**config.mk**
```make
export PLATFORM = sky130hd
export DESIGN_NAME = jpeg_coefficient_block_builder_unit
export DESIGN_NICKNAME = d
export VERILOG_FILES = /design/src/jcbb_pkg.sv /design/src/jcbb_front.sv /design/src/jcbb_job_queue.sv /design/src/jcbb_back.sv /design/src/jpeg_coefficient_block_builder_unit.sv
export SDC_FILE = /design/constraint.sdc
export NUM_CORES = 1
export LEC_CHECK = 0
export ABC_AREA = 1
export BUFFER_PORTS_ARGS = -buffer_cell sky130_fd_sc_hd__buf_4
export CAP_MARGIN = 20
export CORE_MARGIN = 2
export CORE_UTILIZATION = 35
export CTS_CLUSTER_DIAMETER = 100
export DETAILED_ROUTE_END_ITERATION = 6
export PLACE_DENSITY = 0.48
export RECOVER_POWER = 25
export SLEW_MARGIN = 20
export SYNTH_ARGS = -nofsm -noshare
export SYNTH_HDL_FRONTEND = slang
export SYNTH_SLANG_ARGS = --single-unit
```
**constraint.sdc**
```tcl
create_clock -name clk_i -period 3.74 [get_ports clk_i]
set_input_delay 0.748 -clock clk_i [delete_from_list [all_inputs] [get_ports clk_i]]
set_output_delay 0.748 -clock clk_i [all_outputs]
set_load 0.01 [all_outputs]
```
**src/jcbb_pkg.sv**
```systemverilog
// Shared types, constants and the magnitude decode for the JPEG coefficient
// block builder. No dependencies; used by every module in src.
`timescale 1ns / 1ps

package jcbb_pkg;

  localparam int NUM_COMPONENTS = 4;
  localparam int PRED_IDX_W     = (NUM_COMPONENTS > 1) ? $clog2(NUM_COMPONENTS) : 1;
  localparam int BLOCK_SIZE     = 64;
  localparam int POS_W          = 6;
  localparam int ZCNT_W         = 7;
  localparam int COEF_W         = 16;
  localparam int MAX_CLASS      = 16;
  localparam int QUEUE_DEPTH    = 2;
  localparam int QPTR_W         = 1;
  localparam int QCNT_W         = 2;

  localparam logic [POS_W-1:0]  LAST_POS   = POS_W'(BLOCK_SIZE - 1);
  localparam logic [ZCNT_W-1:0] BLOCK_LEN  = ZCNT_W'(BLOCK_SIZE);
  localparam logic [3:0]        NIBBLE     = 4'hF;

  typedef enum logic {
    CMD_DC = 1'b0,
    CMD_AC = 1'b1
  } cmd_e;

  typedef struct packed {
    cmd_e        command;
    logic [1:0]  component;
    logic [7:0]  symbol;
    logic [15:0] extra_bits;
  } in_item_t;

  typedef struct packed {
    logic [5:0]         position;
    logic signed [15:0] coefficient;
    logic               last_in_block;
    logic               error;
  } out_item_t;

  // One unit of back-end work: zero_cnt zeros from start_pos, then
  // optionally one value; error tags the final result of the job.
  typedef struct packed {
    logic [POS_W-1:0]  start_pos;
    logic [ZCNT_W-1:0] zero_cnt;
    logic              has_value;
    logic [COEF_W-1:0] value;
    logic              error;
  } job_t;

  typedef struct packed {
    logic full;
    logic empty;
  } q_status_t;

  // Magnitude-class decode: class m, index i = extra & (2^m-1).
  // Negative half is i - (2^m - 1), i.e. i minus the mask.
  function automatic logic [COEF_W-1:0] mag_value(logic [4:0] m, logic [15:0] extra);
    logic [16:0] mask;
    logic [16:0] idx;
    logic [16:0] diff;
    logic        upper;
    mask  = (17'd1 << m) - 17'd1;
    idx   = {1'b0, extra} & mask;
    upper = (idx & (mask ^ (mask >> 1))) != 17'd0;
    diff  = idx - mask;
    if (m == 5'd0) begin
      return '0;
    end else if (upper) begin
      return idx[COEF_W-1:0];
    end else begin
      return diff[COEF_W-1:0];
    end
  endfunction

endpackage

```
**src/jcbb_front.sv**
```systemverilog
// Front end: accepts input beats, tracks block position and DC predictors,
// and makes each DC or in-block AC beat one back-end job. Uses jcbb_pkg.
`timescale 1ns / 1ps

module jcbb_front (
  input  logic               clk_i,
  input  logic               rst_ni,
  input  logic               in_valid_i,
  output logic               in_stall_o,
  input  jcbb_pkg::in_item_t in_item_i,
  input  jcbb_pkg::q_status_t q_status_i,
  output logic               push_o,
  output jcbb_pkg::job_t     job_o
);

  logic [jcbb_pkg::COEF_W-1:0] pred_q [jcbb_pkg::NUM_COMPONENTS];
  logic [jcbb_pkg::COEF_W-1:0] pred_d;
  logic                        pred_we;
  logic [jcbb_pkg::POS_W-1:0]  next_pos_q, next_pos_d;
  logic                        in_block_q, in_block_d;

  logic                           accept;
  logic [1:0]                     comp_c;
  logic [jcbb_pkg::PRED_IDX_W-1:0] pred_sel;
  logic [4:0]                     dc_class;
  logic [3:0]                     run, size;
  logic [jcbb_pkg::ZCNT_W-1:0]    end_pos;
  logic [jcbb_pkg::ZCNT_W-1:0]    to_end;

  assign in_stall_o = q_status_i.full;
  assign accept     = in_valid_i && !in_stall_o;

  always_comb begin
    comp_c = in_item_i.component;
    if ({1'b0, comp_c} >= 3'(jcbb_pkg::NUM_COMPONENTS)) begin
      comp_c = 2'(jcbb_pkg::NUM_COMPONENTS - 1);
    end
    pred_sel = jcbb_pkg::PRED_IDX_W'(comp_c);
    dc_class = (in_item_i.symbol > 8'(jcbb_pkg::MAX_CLASS)) ?
               5'(jcbb_pkg::MAX_CLASS) : in_item_i.symbol[4:0];
    run      = in_item_i.symbol[7:4] & jcbb_pkg::NIBBLE;
    size     = in_item_i.symbol[3:0] & jcbb_pkg::NIBBLE;
    end_pos  = {1'b0, next_pos_q} + {3'b000, run};
    to_end   = jcbb_pkg::BLOCK_LEN - {1'b0, next_pos_q};
  end

  always_comb begin
    push_o     = 1'b0;
    job_o      = '0;
    pred_we    = 1'b0;
    pred_d     = jcbb_pkg::mag_value(dc_class, in_item_i.extra_bits) + pred_q[pred_sel];
    next_pos_d = next_pos_q;
    in_block_d = in_block_q;
    if (accept) begin
      if (in_item_i.command == jcbb_pkg::CMD_DC) begin
        push_o          = 1'b1;
        job_o.start_pos = '0;
        job_o.zero_cnt  = '0;
        job_o.has_value = 1'b1;
        job_o.value     = pred_d;
        job_o.error     = in_block_q;
        pred_we         = 1'b1;
        next_pos_d      = jcbb_pkg::POS_W'(1);
        in_block_d      = 1'b1;
      end else if (in_block_q) begin
        push_o          = 1'b1;
        job_o.start_pos = next_pos_q;
        if (run == 4'd0 && size == 4'd0) begin
          // end of block: zero-fill through the last position
          job_o.zero_cnt  = to_end;
          next_pos_d      = '0;
          in_block_d      = 1'b0;
        end else if (end_pos > {1'b0, jcbb_pkg::LAST_POS}) begin
          // run overruns the block: zeros to the end, value dropped
          job_o.zero_cnt  = to_end;
          job_o.error     = 1'b1;
          next_pos_d      = '0;
          in_block_d      = 1'b0;
        end else begin
          job_o.zero_cnt  = {3'b000, run};
          job_o.has_value = 1'b1;
          job_o.value     = jcbb_pkg::mag_value({1'b0, size}, in_item_i.extra_bits);
          if (end_pos[jcbb_pkg::POS_W-1:0] == jcbb_pkg::LAST_POS) begin
            next_pos_d = '0;
            in_block_d = 1'b0;
          end else begin
            next_pos_d = end_pos[jcbb_pkg::POS_W-1:0] + jcbb_pkg::POS_W'(1);
          end
        end
      end
    end
  end

  always_ff @(posedge clk_i or negedge rst_ni) begin
    if (!rst_ni) begin
      next_pos_q <= '0;
      in_block_q <= 1'b0;
      for (int c = 0; c < jcbb_pkg::NUM_COMPONENTS; c++) begin
        pred_q[c] <= '0;
      end
    end else begin
      next_pos_q <= next_pos_d;
      in_block_q <= in_block_d;
      if (pred_we) begin
        pred_q[pred_sel] <= pred_d;
      end
    end
  end

endmodule

```
**src/jcbb_job_queue.sv**
```systemverilog
// Short job queue between front and back ends, held in flops.
// Uses jcbb_pkg for the job type and depth.
`timescale 1ns / 1ps

module jcbb_job_queue (
  input  logic                clk_i,
  input  logic                rst_ni,
  input  logic                push_i,
  input  jcbb_pkg::job_t      job_i,
  input  logic                pop_i,
  output jcbb_pkg::job_t      job_o,
  output jcbb_pkg::q_status_t status_o
);

  jcbb_pkg::job_t              mem_q [jcbb_pkg::QUEUE_DEPTH];
  logic [jcbb_pkg::QPTR_W-1:0] wptr_q, rptr_q;
  logic [jcbb_pkg::QCNT_W-1:0] cnt_q, cnt_d;
  logic                        do_push, do_pop;

  assign status_o.full  = (cnt_q == jcbb_pkg::QCNT_W'(jcbb_pkg::QUEUE_DEPTH));
  assign status_o.empty = (cnt_q == '0);
  assign do_push        = push_i && !status_o.full;
  assign do_pop         = pop_i && !status_o.empty;
  assign job_o          = mem_q[rptr_q];

  always_comb begin
    cnt_d = cnt_q;
    if (do_push && !do_pop) begin
      cnt_d = cnt_q + jcbb_pkg::QCNT_W'(1);
    end else if (do_pop && !do_push) begin
      cnt_d = cnt_q - jcbb_pkg::QCNT_W'(1);
    end
  end

  always_ff @(posedge clk_i or negedge rst_ni) begin
    if (!rst_ni) begin
      wptr_q <= '0;
      rptr_q <= '0;
      cnt_q  <= '0;
    end else begin
      cnt_q <= cnt_d;
      if (do_push) begin
        wptr_q <= wptr_q + jcbb_pkg::QPTR_W'(1);
      end
      if (do_pop) begin
        rptr_q <= rptr_q + jcbb_pkg::QPTR_W'(1);
      end
    end
  end

  always_ff @(posedge clk_i) begin
    if (do_push) begin
      mem_q[wptr_q] <= job_i;
    end
  end

endmodule

```
**src/jcbb_back.sv**
```systemverilog
// Back end: sequences one job into coefficient beats, one per
// cycle unless out_stall_i holds the output register. Uses jcbb_pkg.
`timescale 1ns / 1ps

module jcbb_back (
  input  logic                clk_i,
  input  logic                rst_ni,
  input  jcbb_pkg::job_t      job_i,
  input  jcbb_pkg::q_status_t q_status_i,
  output logic                pop_o,
  output logic                out_valid_o,
  input  logic                out_stall_i,
  output jcbb_pkg::out_item_t out_item_o
);

  logic                        busy_q, busy_d;
  logic [jcbb_pkg::POS_W-1:0]  pos_q, pos_d;
  logic [jcbb_pkg::ZCNT_W-1:0] nz_q, nz_d;
  logic                        hv_q;
  logic [jcbb_pkg::COEF_W-1:0] val_q;
  logic                        err_q;
  logic                        out_valid_q, out_valid_d;
  jcbb_pkg::out_item_t         out_item_q, out_item_d;

  logic slot_free, emit, emit_zero, final_beat;

  assign slot_free  = !out_valid_q || !out_stall_i;
  assign pop_o      = !busy_q && !q_status_i.empty;
  assign emit       = busy_q && slot_free;
  assign emit_zero  = (nz_q != '0);
  assign final_beat = emit_zero ? (nz_q == jcbb_pkg::ZCNT_W'(1) && !hv_q) : 1'b1;

  always_comb begin
    busy_d      = busy_q;
    pos_d       = pos_q;
    nz_d        = nz_q;
    out_item_d  = out_item_q;
    out_valid_d = out_valid_q && out_stall_i;
    if (emit) begin
      out_valid_d              = 1'b1;
      out_item_d.position      = pos_q;
      out_item_d.coefficient   = emit_zero ? '0 : $signed(val_q);
      out_item_d.last_in_block = (pos_q == jcbb_pkg::LAST_POS);
      out_item_d.error         = final_beat && err_q;
      pos_d                    = pos_q + jcbb_pkg::POS_W'(1);
      if (emit_zero) begin
        nz_d = nz_q - jcbb_pkg::ZCNT_W'(1);
      end
      busy_d = !final_beat;
    end else if (pop_o) begin
      busy_d = 1'b1;
      pos_d  = job_i.start_pos;
      nz_d   = job_i.zero_cnt;
    end
  end

  always_ff @(posedge clk_i or negedge rst_ni) begin
    if (!rst_ni) begin
      busy_q      <= 1'b0;
      out_valid_q <= 1'b0;
    end else begin
      busy_q      <= busy_d;
      out_valid_q <= out_valid_d;
    end
  end

  always_ff @(posedge clk_i) begin
    pos_q      <= pos_d;
    nz_q       <= nz_d;
    out_item_q <= out_item_d;
    if (pop_o) begin
      hv_q  <= job_i.has_value;
      val_q <= job_i.value;
      err_q <= job_i.error;
    end
  end

  assign out_valid_o = out_valid_q;
  assign out_item_o  = out_item_q;

endmodule

```
**src/jpeg_coefficient_block_builder_unit.sv**
```systemverilog
// Channel   Direction  Handshake              Beat
// in        input      in_valid_i/in_stall_o  in_item_t: command, component, symbol, extra_bits
// out       output     out_valid_o/out_stall_i out_item_t: position, coefficient, last, error
//
// A DC beat yields one result; an AC beat yields run+1 results (fewer on overrun);
// EOB yields 64 minus the open position; an AC beat with no open block yields none.
// The back-end sequencer emits one result per cycle unless out_stall_i holds it, and loads
// each job while idle; the two-entry job queue lets the front take new beats meanwhile.
// Reset (rst_ni, async low) clears predictors, block state, queue and output valid.
// Output results wait in a register while out_stall_i is high.
// Top level: instantiates jcbb_front, jcbb_job_queue and jcbb_back; uses jcbb_pkg.
`timescale 1ns / 1ps

module jpeg_coefficient_block_builder_unit (
  input  logic                clk_i,
  input  logic                rst_ni,
  input  logic                in_valid_i,
  output logic                in_stall_o,
  input  jcbb_pkg::in_item_t  in_item_i,
  output logic                out_valid_o,
  input  logic                out_stall_i,
  output jcbb_pkg::out_item_t out_item_o
);

  jcbb_pkg::q_status_t q_status;
  jcbb_pkg::job_t      push_job, head_job;
  logic                push, pop;

  jcbb_front u_front (
    .clk_i      (clk_i),
    .rst_ni     (rst_ni),
    .in_valid_i (in_valid_i),
    .in_stall_o (in_stall_o),
    .in_item_i  (in_item_i),
    .q_status_i (q_status),
    .push_o     (push),
    .job_o      (push_job)
  );

  jcbb_job_queue u_queue (
    .clk_i    (clk_i),
    .rst_ni   (rst_ni),
    .push_i   (push),
    .job_i    (push_job),
    .pop_i    (pop),
    .job_o    (head_job),
    .status_o (q_status)
  );

  jcbb_back u_back (
    .clk_i       (clk_i),
    .rst_ni      (rst_ni),
    .job_i       (head_job),
    .q_status_i  (q_status),
    .pop_o       (pop),
    .out_valid_o (out_valid_o),
    .out_stall_i (out_stall_i),
    .out_item_o  (out_item_o)
  );

  // position expected after the last delivered beat, for the checks below
  logic [jcbb_pkg::POS_W-1:0] exp_pos_q;
  logic                       out_fire;

  assign out_fire = out_valid_o && !out_stall_i;

  always_ff @(posedge clk_i or negedge rst_ni) begin
    if (!rst_ni) begin
      exp_pos_q <= '0;
    end else if (out_fire) begin
      exp_pos_q <= out_item_o.position + jcbb_pkg::POS_W'(1);
    end
  end

  a_pos_sequence: assert property (@(posedge clk_i) disable iff (!rst_ni)
    out_fire |-> (out_item_o.position == '0 || out_item_o.position == exp_pos_q))
    else $error("coefficient position skipped or repeated");

  a_last_at_end: assert property (@(posedge clk_i) disable iff (!rst_ni)
    out_valid_o |-> (out_item_o.last_in_block == (out_item_o.position == jcbb_pkg::LAST_POS)))
    else $error("last_in_block does not match position");

  a_error_place: assert property (@(posedge clk_i) disable iff (!rst_ni)
    (out_valid_o && out_item_o.error) |->
      (out_item_o.position == '0 || out_item_o.position == jcbb_pkg::LAST_POS))
    else $error("error flag on an unexpected position");

  a_no_push_when_full: assert property (@(posedge clk_i) disable iff (!rst_ni)
    q_status.full |-> !push)
    else $error("job pushed into a full queue");

endmodule

```
==> results of run 1 <==
[worst min-delay path by stage]
| stage | start | to | slack (ns) | cells past startpoint |
|---|---|---|---|---|
| after floorplan | u_front.pred_q[34] | u_front.pred_q[34] | 0.44 | 2 |
| after global placement | u_front.pred_q[34] | u_front.pred_q[34] | 0.46 | 2 |
| after detailed placement | u_front.pred_q[50] | u_front.pred_q[50] | 0.46 | 2 |
| after CTS | rst_ni | u_front.next_pos_q[1] | 0.32 | 1 |
| after global routing | u_front.pred_q[28] | u_front.pred_q[28] | 0.50 | 2 |
| final | u_front.pred_q[59] | u_front.pred_q[59] | 0.49 | 2 |
[cell usage in the layout (no fill, tap or decap), types with 5 or more instances in the layout]
master and instances:
sky130_fd_sc_hd__nand2_1 298, sky130_fd_sc_hd__buf_4 255, sky130_fd_sc_hd__inv_1 126, sky130_fd_sc_hd__edfxtp_1 117, sky130_fd_sc_hd__nor2_1 109, sky130_fd_sc_hd__dfrtp_1 77, sky130_fd_sc_hd__nand3_1 54, sky130_fd_sc_hd__o21ai_0 43
sky130_fd_sc_hd__o21ai_1 35, sky130_fd_sc_hd__nand2_2 32, sky130_fd_sc_hd__buf_6 32, sky130_fd_sc_hd__o22ai_1 28, sky130_fd_sc_hd__o21ai_2 28, sky130_fd_sc_hd__a21oi_1 25, sky130_fd_sc_hd__nor2_2 22, sky130_fd_sc_hd__nand3_2 21
sky130_fd_sc_hd__xor2_1 21, sky130_fd_sc_hd__nand4_1 18, sky130_fd_sc_hd__clkbuf_16 17, sky130_fd_sc_hd__xnor2_1 16, sky130_fd_sc_hd__ha_1 16, sky130_fd_sc_hd__inv_2 14, sky130_fd_sc_hd__a21oi_2 13, sky130_fd_sc_hd__ha_4 13
sky130_fd_sc_hd__a21oi_4 9, sky130_fd_sc_hd__or2_2 7, sky130_fd_sc_hd__a31oi_1 7, sky130_fd_sc_hd__nor2_4 6, sky130_fd_sc_hd__o211ai_1 6, sky130_fd_sc_hd__nor3_1 6, sky130_fd_sc_hd__a22oi_1 6, sky130_fd_sc_hd__xor2_4 6
sky130_fd_sc_hd__inv_6 5
[registers in the layout (all words and copies together) (netlist names)]
| signal | flops |
|---|---|
| u_back.val_q | 16 |
| u_queue.wptr_q | 1 |
| u_back.pos_q | 6 |
| u_back.busy_q | 1 |
| u_back.err_q | 1 |
| u_queue.cnt_q | 2 |
| u_queue.mem_q | 62 |
| u_front.next_pos_q | 6 |
| u_front.in_block_q | 1 |
| u_queue.rptr_q | 1 |
| u_back.hv_q | 1 |
| u_back.out_valid_o | 1 |
| u_front.pred_q | 64 |
| u_back.out_item_o | 24 |
| u_back.nz_q | 7 |
[power groups by stage]
stage          Sequential [mW]  Combinational (mW)  Clock (mW)
2_1_floorplan             3.39                2.03           0
3_3_place_gp              3.43                3.60           0
3_5_place_dp              3.44                3.64           0
4_1_cts                   3.39                4.21        1.82
5_1_grt                   3.48                5.23        1.91
6_report                  3.40                4.77        1.79
[cell families (layout without fill, tap and decap cells)]
| kind of cell | count (synthesis) | after routing | synth area share |
|---|---|---|---|
| AND/OR/NAND/NOR | 595 | 595 | 0.235 |
| buffers and inverters | 178 | 474 | 0.0640 |
| adder cells (fa/ha/maj) | 31 | 31 | 0.0372 |
| flip-flops | 194 | 194 | 0.502 |
| XOR/XNOR | 49 | 49 | 0.0396 |
| AO/OA/AOI/OAI | 231 | 231 | 0.122 |
[per-stage QoR]
step                hold slack (ns)  setup WS [ns]  TNS (ns)  total power [mW]
finish                        0.486         -0.741    -32.12              9.96
floorplan                     0.443          -1.21    -57.70              5.41
CTS                           0.324         -0.593    -26.27              9.43
global route                  0.501          -1.06    -52.16              10.6
detailed placement            0.464          -1.32    -77.35              7.07
global placement              0.464          -1.27    -74.94              7.03
[worst register-to-register path, stage by stage (launching register included)]
cell	delay (ns)
sky130_fd_sc_hd__dfrtp_1	0.41
sky130_fd_sc_hd__ha_1	0.22
sky130_fd_sc_hd__fa_1	0.42
sky130_fd_sc_hd__a21oi_1	0.15
sky130_fd_sc_hd__o21ai_0	0.15
sky130_fd_sc_hd__xor2_1	0.20
sky130_fd_sc_hd__nor2_1	0.17
sky130_fd_sc_hd__nand2_1	0.09
sky130_fd_sc_hd__nand2_1	0.10
sky130_fd_sc_hd__inv_1	0.07
sky130_fd_sc_hd__nor4_1	0.42
sky130_fd_sc_hd__buf_4	0.27
sky130_fd_sc_hd__o21ai_0	0.12
sky130_fd_sc_hd__o21ai_0	0.19
[per-layer routing]
metal  routed length, um  up-vias
met5                   0        -
met3                1080       32
li1                    -     4877
met4                 501        0
met2               15200      213
met1               15400     4505
[cell type report]
| type | instances | area (um2) | share of cell area |
|---|---|---|---|
| clock buffer | 17 | 425 | 0.0280 |
| clock inverter | 15 | 156 | 0.0103 |
| inverter | 145 | 549 | 0.0361 |
| multi-input combinational | 906 | 5740 | 0.378 |
| sequential | 194 | 5440 | 0.358 |
| tap | 396 | 495 | 0.0326 |
| timing repair buffer | 297 | 2400 | 0.158 |
[repair_timing]
| action | 4_1_cts | 5_1_grt |
|---|---|---|
| buffers inserted | 23 | 9 |
| gates cloned | 0 | 0 |
| hold buffers | 0 | 0 |
| pin swaps | 31 | 39 |
| gates resized for setup | 143 | 105 |
| setup endpoints to repair | 78 | 86 |
==> flow_summary.rst, run 1 <==
.. list-table::
   :header-rows: 1

   * - Metric
     - Value
   * - Result of the run
     - complete, but fails checks
   * - Violated checks
     - max-capacitance violations, max-slew violations, negative setup slack
   * - Critical path peak fanout
     - 5
   * - Final critical path time including I/O delays and setup
     - 4.48 ns
   * - Distinct cell type count after synthesis
     - 54
   * - Startpoint of the worst setup timing path
     - in_item_i[18]
   * - Starting density of the core
     - 0.355
   * - Cell class contributing the biggest share of worst-path delay
     - simple AND/OR/NAND/NOR gates
   * - Cell area after synthesis
     - 10800 um2
   * - Most repeated cell in the gate-level netlist after synthesis
     - sky130_fd_sc_hd__nand2_1
   * - Count of nets left with antenna violations after detail routing
     - 0
   * - Min-Delay Path Class
     - flip-flop to flip-flop
   * - Sequential share of power
     - 0.341
   * - Main synth FF type
     - sky130_fd_sc_hd__edfxtp_1
   * - Cell internal pwr
     - 6.13 mW
   * - Net count reported at finish
     - 1623
   * - Stage delay of the slowest cell on the critical path
     - 0.39 ns
   * - Logic depth of the worst setup path including buffers
     - 33
   * - Core Region
     - 30500 um2
   * - Die height
     - 180 um
   * - Placement row count
     - 64
   * - Combinational group share of total power
     - 0.479
   * - Worst Setup EP
     - u_queue.mem_q[1][13]
   * - Yosys top cell by area
     - sky130_fd_sc_hd__edfxtp_1
   * - Share of total power in the clock network
     - 0.180
   * - Per-instance average area after synthesis
     - 8.47 um2
   * - Met1 track utilization from global routing
     - 0.281
   * - Bufs and invs on worst path
     - 8
   * - Number of filler instances in the final layout
     - 2862
   * - Startpoint of the worst register-to-register path
     - u_front.next_pos_q[0]
   * - Global-route wire length before repair
     - 51900 um
   * - Global-route track usage on met3
     - 0.0286
   * - Final Max Slew Viols
     - 38
   * - Async SR Flop Fraction
     - 0.397
   * - Level count of the clock H-tree
     - 4
   * - Crit path max-delay cell type
     - sky130_fd_sc_hd__fa_2
   * - Switching power as a share of total power
     - 0.384
   * - Clock slew at the register clock pins of the worst setup and hold paths
     - 0.08 ns
   * - Fmax
     - 223 MHz
   * - Layout Utilization
     - 0.498
   * - Cell types with the largest area share after synthesis
     - sky130_fd_sc_hd__edfxtp_1 (32%), sky130_fd_sc_hd__dfrtp_1 (18%), sky130_fd_sc_hd__nand2_1 (11%)
   * - CP startpoint kind
     - primary input
   * - I/O Pins
     - 57
   * - Worst reg-to-reg setup slack
     - 0.53 ns
   * - Overflow left after global routing
     - 0
   * - Gate count after technology mapping
     - 1278
   * - Setup ws final
     - -0.741 ns
   * - Growth of design area from synthesis to finish
     - 40.4%
   * - Diodes inserted
     - 0
   * - Sequential area share after synthesis
     - 0.502
   * - Endpoints failing setup
     - 74
   * - Maximum number of pins on one net before global-route repair
     - 38
   * - Slew at the pin closest to its max-slew limit
     - 2.56 ns
   * - Bufs on Longest Clock Path
     - 2
   * - Worst-case headroom to the max-slew limit
     - -0.705
   * - Maximum ir drop on the vdd rail
     - 0.369 mV
   * - Number of max-capacitance violations reported
     - 1
   * - Final weighted congestion in routability-driven placement
     - 0.890
   * - Worst-case clock skew
     - 0.00924 ns
   * - Die extent in x
     - 180 um
   * - Die Footprint
     - 32400 um2
   * - Unrepaired setup endpoints after global routing
     - yes
   * - # clock sinks
     - 194
   * - Final design area excluding fillers
     - 15200 um2
   * - Total of flip-flops plus latches after synthesis
     - 194
   * - Endpoint of the lowest-slack register-to-register path
     - u_queue.mem_q[1][1]
   * - Via count of the first global-routing pass
     - 9700
   * - Detailed Route WL
     - 32100 um
   * - Routed vias/inst
     - 4.89
   * - Total nets after synthesis
     - 1340
   * - DRC errors left
     - 0
   * - Power density over cell area
     - 655 nW/um2
   * - Initial DRT Pass Iterations
     - 5
   * - Clock insertion delay at the later pin of the skew report
     - 0.44 ns
   * - Leak pwr
     - 6.85 nW
   * - Most used standard cells in the synthesized netlist
     - sky130_fd_sc_hd__nand2_1 (330), sky130_fd_sc_hd__inv_1 (133), sky130_fd_sc_hd__nor2_1 (126), sky130_fd_sc_hd__edfxtp_1 (117), sky130_fd_sc_hd__o21ai_0 (107)
   * - Post-route clock period utilization
     - 1.20
   * - Number of antenna violations at the first check in global routing
     - 0
   * - Clock tree from TritonCTS
     - built
   * - Endpoints failing hold
     - 0
   * - Number of enable flip-flop cells after synthesis
     - 117
   * - Switching power
     - 3.83 mW
   * - Root Buffer Master
     - sky130_fd_sc_hd__clkbuf_16
   * - Number of cells in the design after placement
     - 1918
   * - Met2 usage
     - 0.331
   * - Top cell type's share of synthesized area
     - 0.324
   * - Critical path endpoint category
     - flip-flop
   * - Via count
     - 9627
   * - Syn. warnings
     - 0
   * - All-layer global routing usage
     - 0.202
   * - Endpoint arrival time on the critical path
     - 4.74 ns
   * - Busiest grt layer
     - met2
   * - Wirelength per Cell
     - 16.3 um
   * - Area after detailed placement
     - 13400 um2
   * - HPWL Detailed
     - 23900 um
   * - Worst EP required
     - 4.00 ns
   * - Post-layout instance count excluding filler cells
     - 1970
   * - Ratio of cells with drive above 1 in the final layout
     - 0.340
   * - I/O Buffers
     - 56
   * - Category of the most critical setup path
     - primary input to flip-flop
   * - FF-to-FF path depth
     - 13
   * - Drt first-iter violations
     - 600
   * - Cts bufs inserted
     - 17
(Power assumes the default switching activity.)
==> run 2: changes to the inputs <==
==> constraint.sdc (replaced) <==
create_clock -name clk_i -period 5.1 [get_ports clk_i]
set_input_delay 1.02 -clock clk_i [delete_from_list [all_inputs] [get_ports clk_i]]
set_output_delay 1.02 -clock clk_i [all_outputs]
set_load 0.01 [all_outputs]
==> run 2 against run 1 <==
Effect of this change:
- the run ends with max-capacitance violations, max-slew violations left
- worst hold slack worse by 0.0037 ns
- clock skew increased by 0.0032 ns
- worst setup slack improved by 1.1 ns
- power fell by 37%
- wire length decreased by 4.4%
- first-iteration DRC count grew 1.5%
- combinational power shrank 49%
- sequential power decreased by 27%
- clock power decreased by 24%
- largest power group is now sequential cells
==> flow_summary.rst, run 2 (synthesized netlist as in run 1, its figures left out) <==
.. list-table::
   :header-rows: 1

   * - Metric
     - Value
   * - Violated checks
     - max-capacitance violations, max-slew violations
   * - Fin Setup TNS
     - 0 ns
   * - FF-to-FF path depth
     - 14
   * - Number of hold buffers added after cts
     - 0
   * - Worst Setup EP
     - u_queue.mem_q[0][12]
   * - Overflow left after global routing
     - 0
   * - Combinational group share of total power
     - 0.389
   * - Met2 usage
     - 0.310
   * - Clock tree from TritonCTS
     - built
   * - Endpoints failing hold
     - 0
   * - Slew at the pin closest to its max-slew limit
     - 2.40 ns
   * - Worst EP required
     - 5.23 ns
   * - Leading cell types in the layout, fill and taps excluded
     - sky130_fd_sc_hd__nand2_1 (329), sky130_fd_sc_hd__buf_4 (188), sky130_fd_sc_hd__inv_1 (131)
   * - Number of antenna violations at the first check in global routing
     - 0
   * - Maximum number of pins on one net before global-route repair
     - 44
   * - Initial DRT Pass Iterations
     - 5
   * - Cts bufs inserted
     - 17
   * - Worst reg-to-reg setup slack
     - 1.65 ns
   * - DRC errors left
     - 0
   * - Sum of internal, switching and leakage power
     - 6.31 mW
   * - Net count reported at finish
     - 1520
   * - Busiest grt layer
     - met2
   * - Setup ws final
     - 0.349 ns
   * - CP startpoint kind
     - primary input
   * - Placement row count
     - 64
   * - Via count of the first global-routing pass
     - 8899
   * - Final weighted congestion in routability-driven placement
     - 0.876
   * - Fmax
     - 210 MHz
   * - Maximum ir drop on the vdd rail
     - 0.239 mV
   * - Detailed Route WL
     - 30700 um
   * - Growth of design area from synthesis to finish
     - 23.4%
   * - Global-route wire length before repair
     - 49500 um
   * - Final design area excluding fillers
     - 13400 um2
   * - Startpoint of the worst register-to-register path
     - u_front.next_pos_q[0]
   * - Via count
     - 9092
   * - Min-Delay Path Class
     - flip-flop to flip-flop
   * - Final hold slack
     - 0.482 ns
   * - Clock slew at the register clock pins of the worst setup and hold paths
     - 0.07 ns
   * - Number of filler instances in the final layout
     - 3022
   * - Level count of the clock H-tree
     - 4
   * - Worst-case headroom to the max-slew limit
     - -0.600
   * - Drt first-iter violations
     - 609
   * - Post-route clock period utilization
     - 0.931
   * - Critical path endpoint category
     - flip-flop
   * - Worst-case clock skew
     - 0.0124 ns
   * - HPWL Detailed
     - 23400 um
   * - I/O Pins
     - 57
   * - Sequential share of power
     - 0.395
   * - Bufs on Longest Clock Path
     - 2
   * - Die Footprint
     - 32400 um2
   * - Area after detailed placement
     - 12700 um2
   * - # clock sinks
     - 194
   * - Category of the most critical setup path
     - primary input to flip-flop
   * - Core Region
     - 30500 um2
   * - Start point of the worst hold path
     - u_front.pred_q[50]
   * - Switching power
     - 2.39 mW
   * - Leak pwr
     - 6.14 nW
   * - Die height
     - 180 um
   * - Startpoint of the worst setup timing path
     - in_item_i[16]
   * - Endpoint arrival time on the critical path
     - 4.89 ns
   * - Root Buffer Master
     - sky130_fd_sc_hd__clkbuf_16
   * - Switching power as a share of total power
     - 0.379
   * - Critical path peak fanout
     - 11
   * - Global-route track usage on met3
     - 0.0294
   * - Final Max Slew Viols
     - 36
   * - Diodes inserted
     - 0
   * - Final critical path time including I/O delays and setup
     - 4.75 ns
   * - Max FFs per register
     - 64
   * - Result of the run
     - complete, but fails checks
   * - DP Worst Slack
     - -0.210 ns
   * - Register with the highest flop count
     - u_front.pred_q
   * - Count of nets left with antenna violations after detail routing
     - 0
   * - Endpoints failing setup
     - 0
   * - Routed vias/inst
     - 4.87
   * - Endpoint of the lowest-slack register-to-register path
     - u_queue.mem_q[1][24]
   * - All-layer global routing usage
     - 0.194
   * - Wirelength per Cell
     - 16.5 um
   * - Starting density of the core
     - 0.355
   * - I/O Buffers
     - 56
   * - Clock insertion delay at the later pin of the skew report
     - 0.43 ns
   * - Unrepaired setup endpoints after global routing
     - no
   * - Ratio of cells with drive above 1 in the final layout
     - 0.196
   * - Met1 track utilization from global routing
     - 0.277
   * - Number of max-capacitance violations reported
     - 1
   * - Power density over cell area
     - 472 nW/um2
   * - Most common library cell in the layout ignoring fill and taps
     - sky130_fd_sc_hd__nand2_1
   * - Die extent in x
     - 180 um
   * - Share of total power in the clock network
     - 0.216
   * - Cell internal pwr
     - 3.92 mW
run 2: through the flow:
stage | instances | util
5_1_grt | 1867 | 0.438
3_5_place_dp | 1833 | 0.416
3_3_place_gp | 1833 | 0.416
6_report | 1867 | 0.438
4_1_cts | 1865 | 0.436
2_1_floorplan | 1278 | -
run 2: worst min-delay path by stage:
stage                               to  slack [ns]  cells after the start
CTS                 u_front.pred_q[50]        0.49                      2
floorplan           u_front.pred_q[34]        0.44                      2
detailed placement  u_front.pred_q[50]        0.47                      2
global placement    u_front.pred_q[15]        0.47                      2
finish              u_front.pred_q[50]        0.48                      2
global route        u_front.pred_q[45]        0.50                      2
run 2: what timing repair did:
action                     CTS  global route
setup endpoints to repair    0            38
buffers inserted             0             1
gates resized for setup      0            14
run 2: power groups by stage:
| stage | Sequential, mW | Combinational (mW) | Clock (mW) |
|---|---|---|---|
| 2_1_floorplan | 2.48 | 1.44 | 0 |
| 3_3_place_gp | 2.52 | 2.44 | 0 |
| 3_5_place_dp | 2.52 | 2.45 | 0 |
| 4_1_cts | 2.49 | 2.46 | 1.40 |
| 5_1_grt | 2.55 | 2.76 | 1.47 |
| 6_report | 2.49 | 2.45 | 1.36 |
run 2: worst max-delay path, cell delays in order:
cell,delay (ns)
sky130_fd_sc_hd__buf_4,0.13
sky130_fd_sc_hd__nor2_4,0.14
sky130_fd_sc_hd__nand2_4,0.07
sky130_fd_sc_hd__buf_4,0.15
sky130_fd_sc_hd__a21oi_4,0.22
sky130_fd_sc_hd__buf_2,0.21
sky130_fd_sc_hd__nand4_2,0.10
sky130_fd_sc_hd__nand2_1,0.08
sky130_fd_sc_hd__inv_1,0.04
sky130_fd_sc_hd__nand2_1,0.07
sky130_fd_sc_hd__nand2_1,0.08
sky130_fd_sc_hd__nand3_1,0.07
sky130_fd_sc_hd__nand3_1,0.06
sky130_fd_sc_hd__nor2_1,0.13
sky130_fd_sc_hd__nand3_2,0.12
sky130_fd_sc_hd__clkinv_4,0.11
sky130_fd_sc_hd__buf_4,0.13
sky130_fd_sc_hd__a21oi_1,0.04
sky130_fd_sc_hd__a211oi_1,0.36
sky130_fd_sc_hd__ha_1,0.37
sky130_fd_sc_hd__a21oi_2,0.21
sky130_fd_sc_hd__o21ai_2,0.12
sky130_fd_sc_hd__a31oi_2,0.24
sky130_fd_sc_hd__o21ai_2,0.11
sky130_fd_sc_hd__xor2_1,0.27
sky130_fd_sc_hd__o21ai_0,0.22
run 2: area by class of cell:
cell class | instances | area, um2 | share of cell area
clock buffer | 17 | 425 | 0.0318
timing repair buffer | 194 | 1450 | 0.108
multi-input combinational | 906 | 4810 | 0.360
tap | 396 | 495 | 0.0371
inverter | 145 | 549 | 0.0411
clock inverter | 15 | 193 | 0.0144
sequential | 194 | 5440 | 0.407
run 2: routing by layer:
metal | vias up | wire (um) | share of wire
met1 | 4208 | 15100 | 0.49
met2 | 183 | 14000 | 0.46
met5 | - | 0 | 0
li1 | 4667 | - | -
met3 | 34 | 1100 | 0.036
met4 | 0 | 500 | 0.016
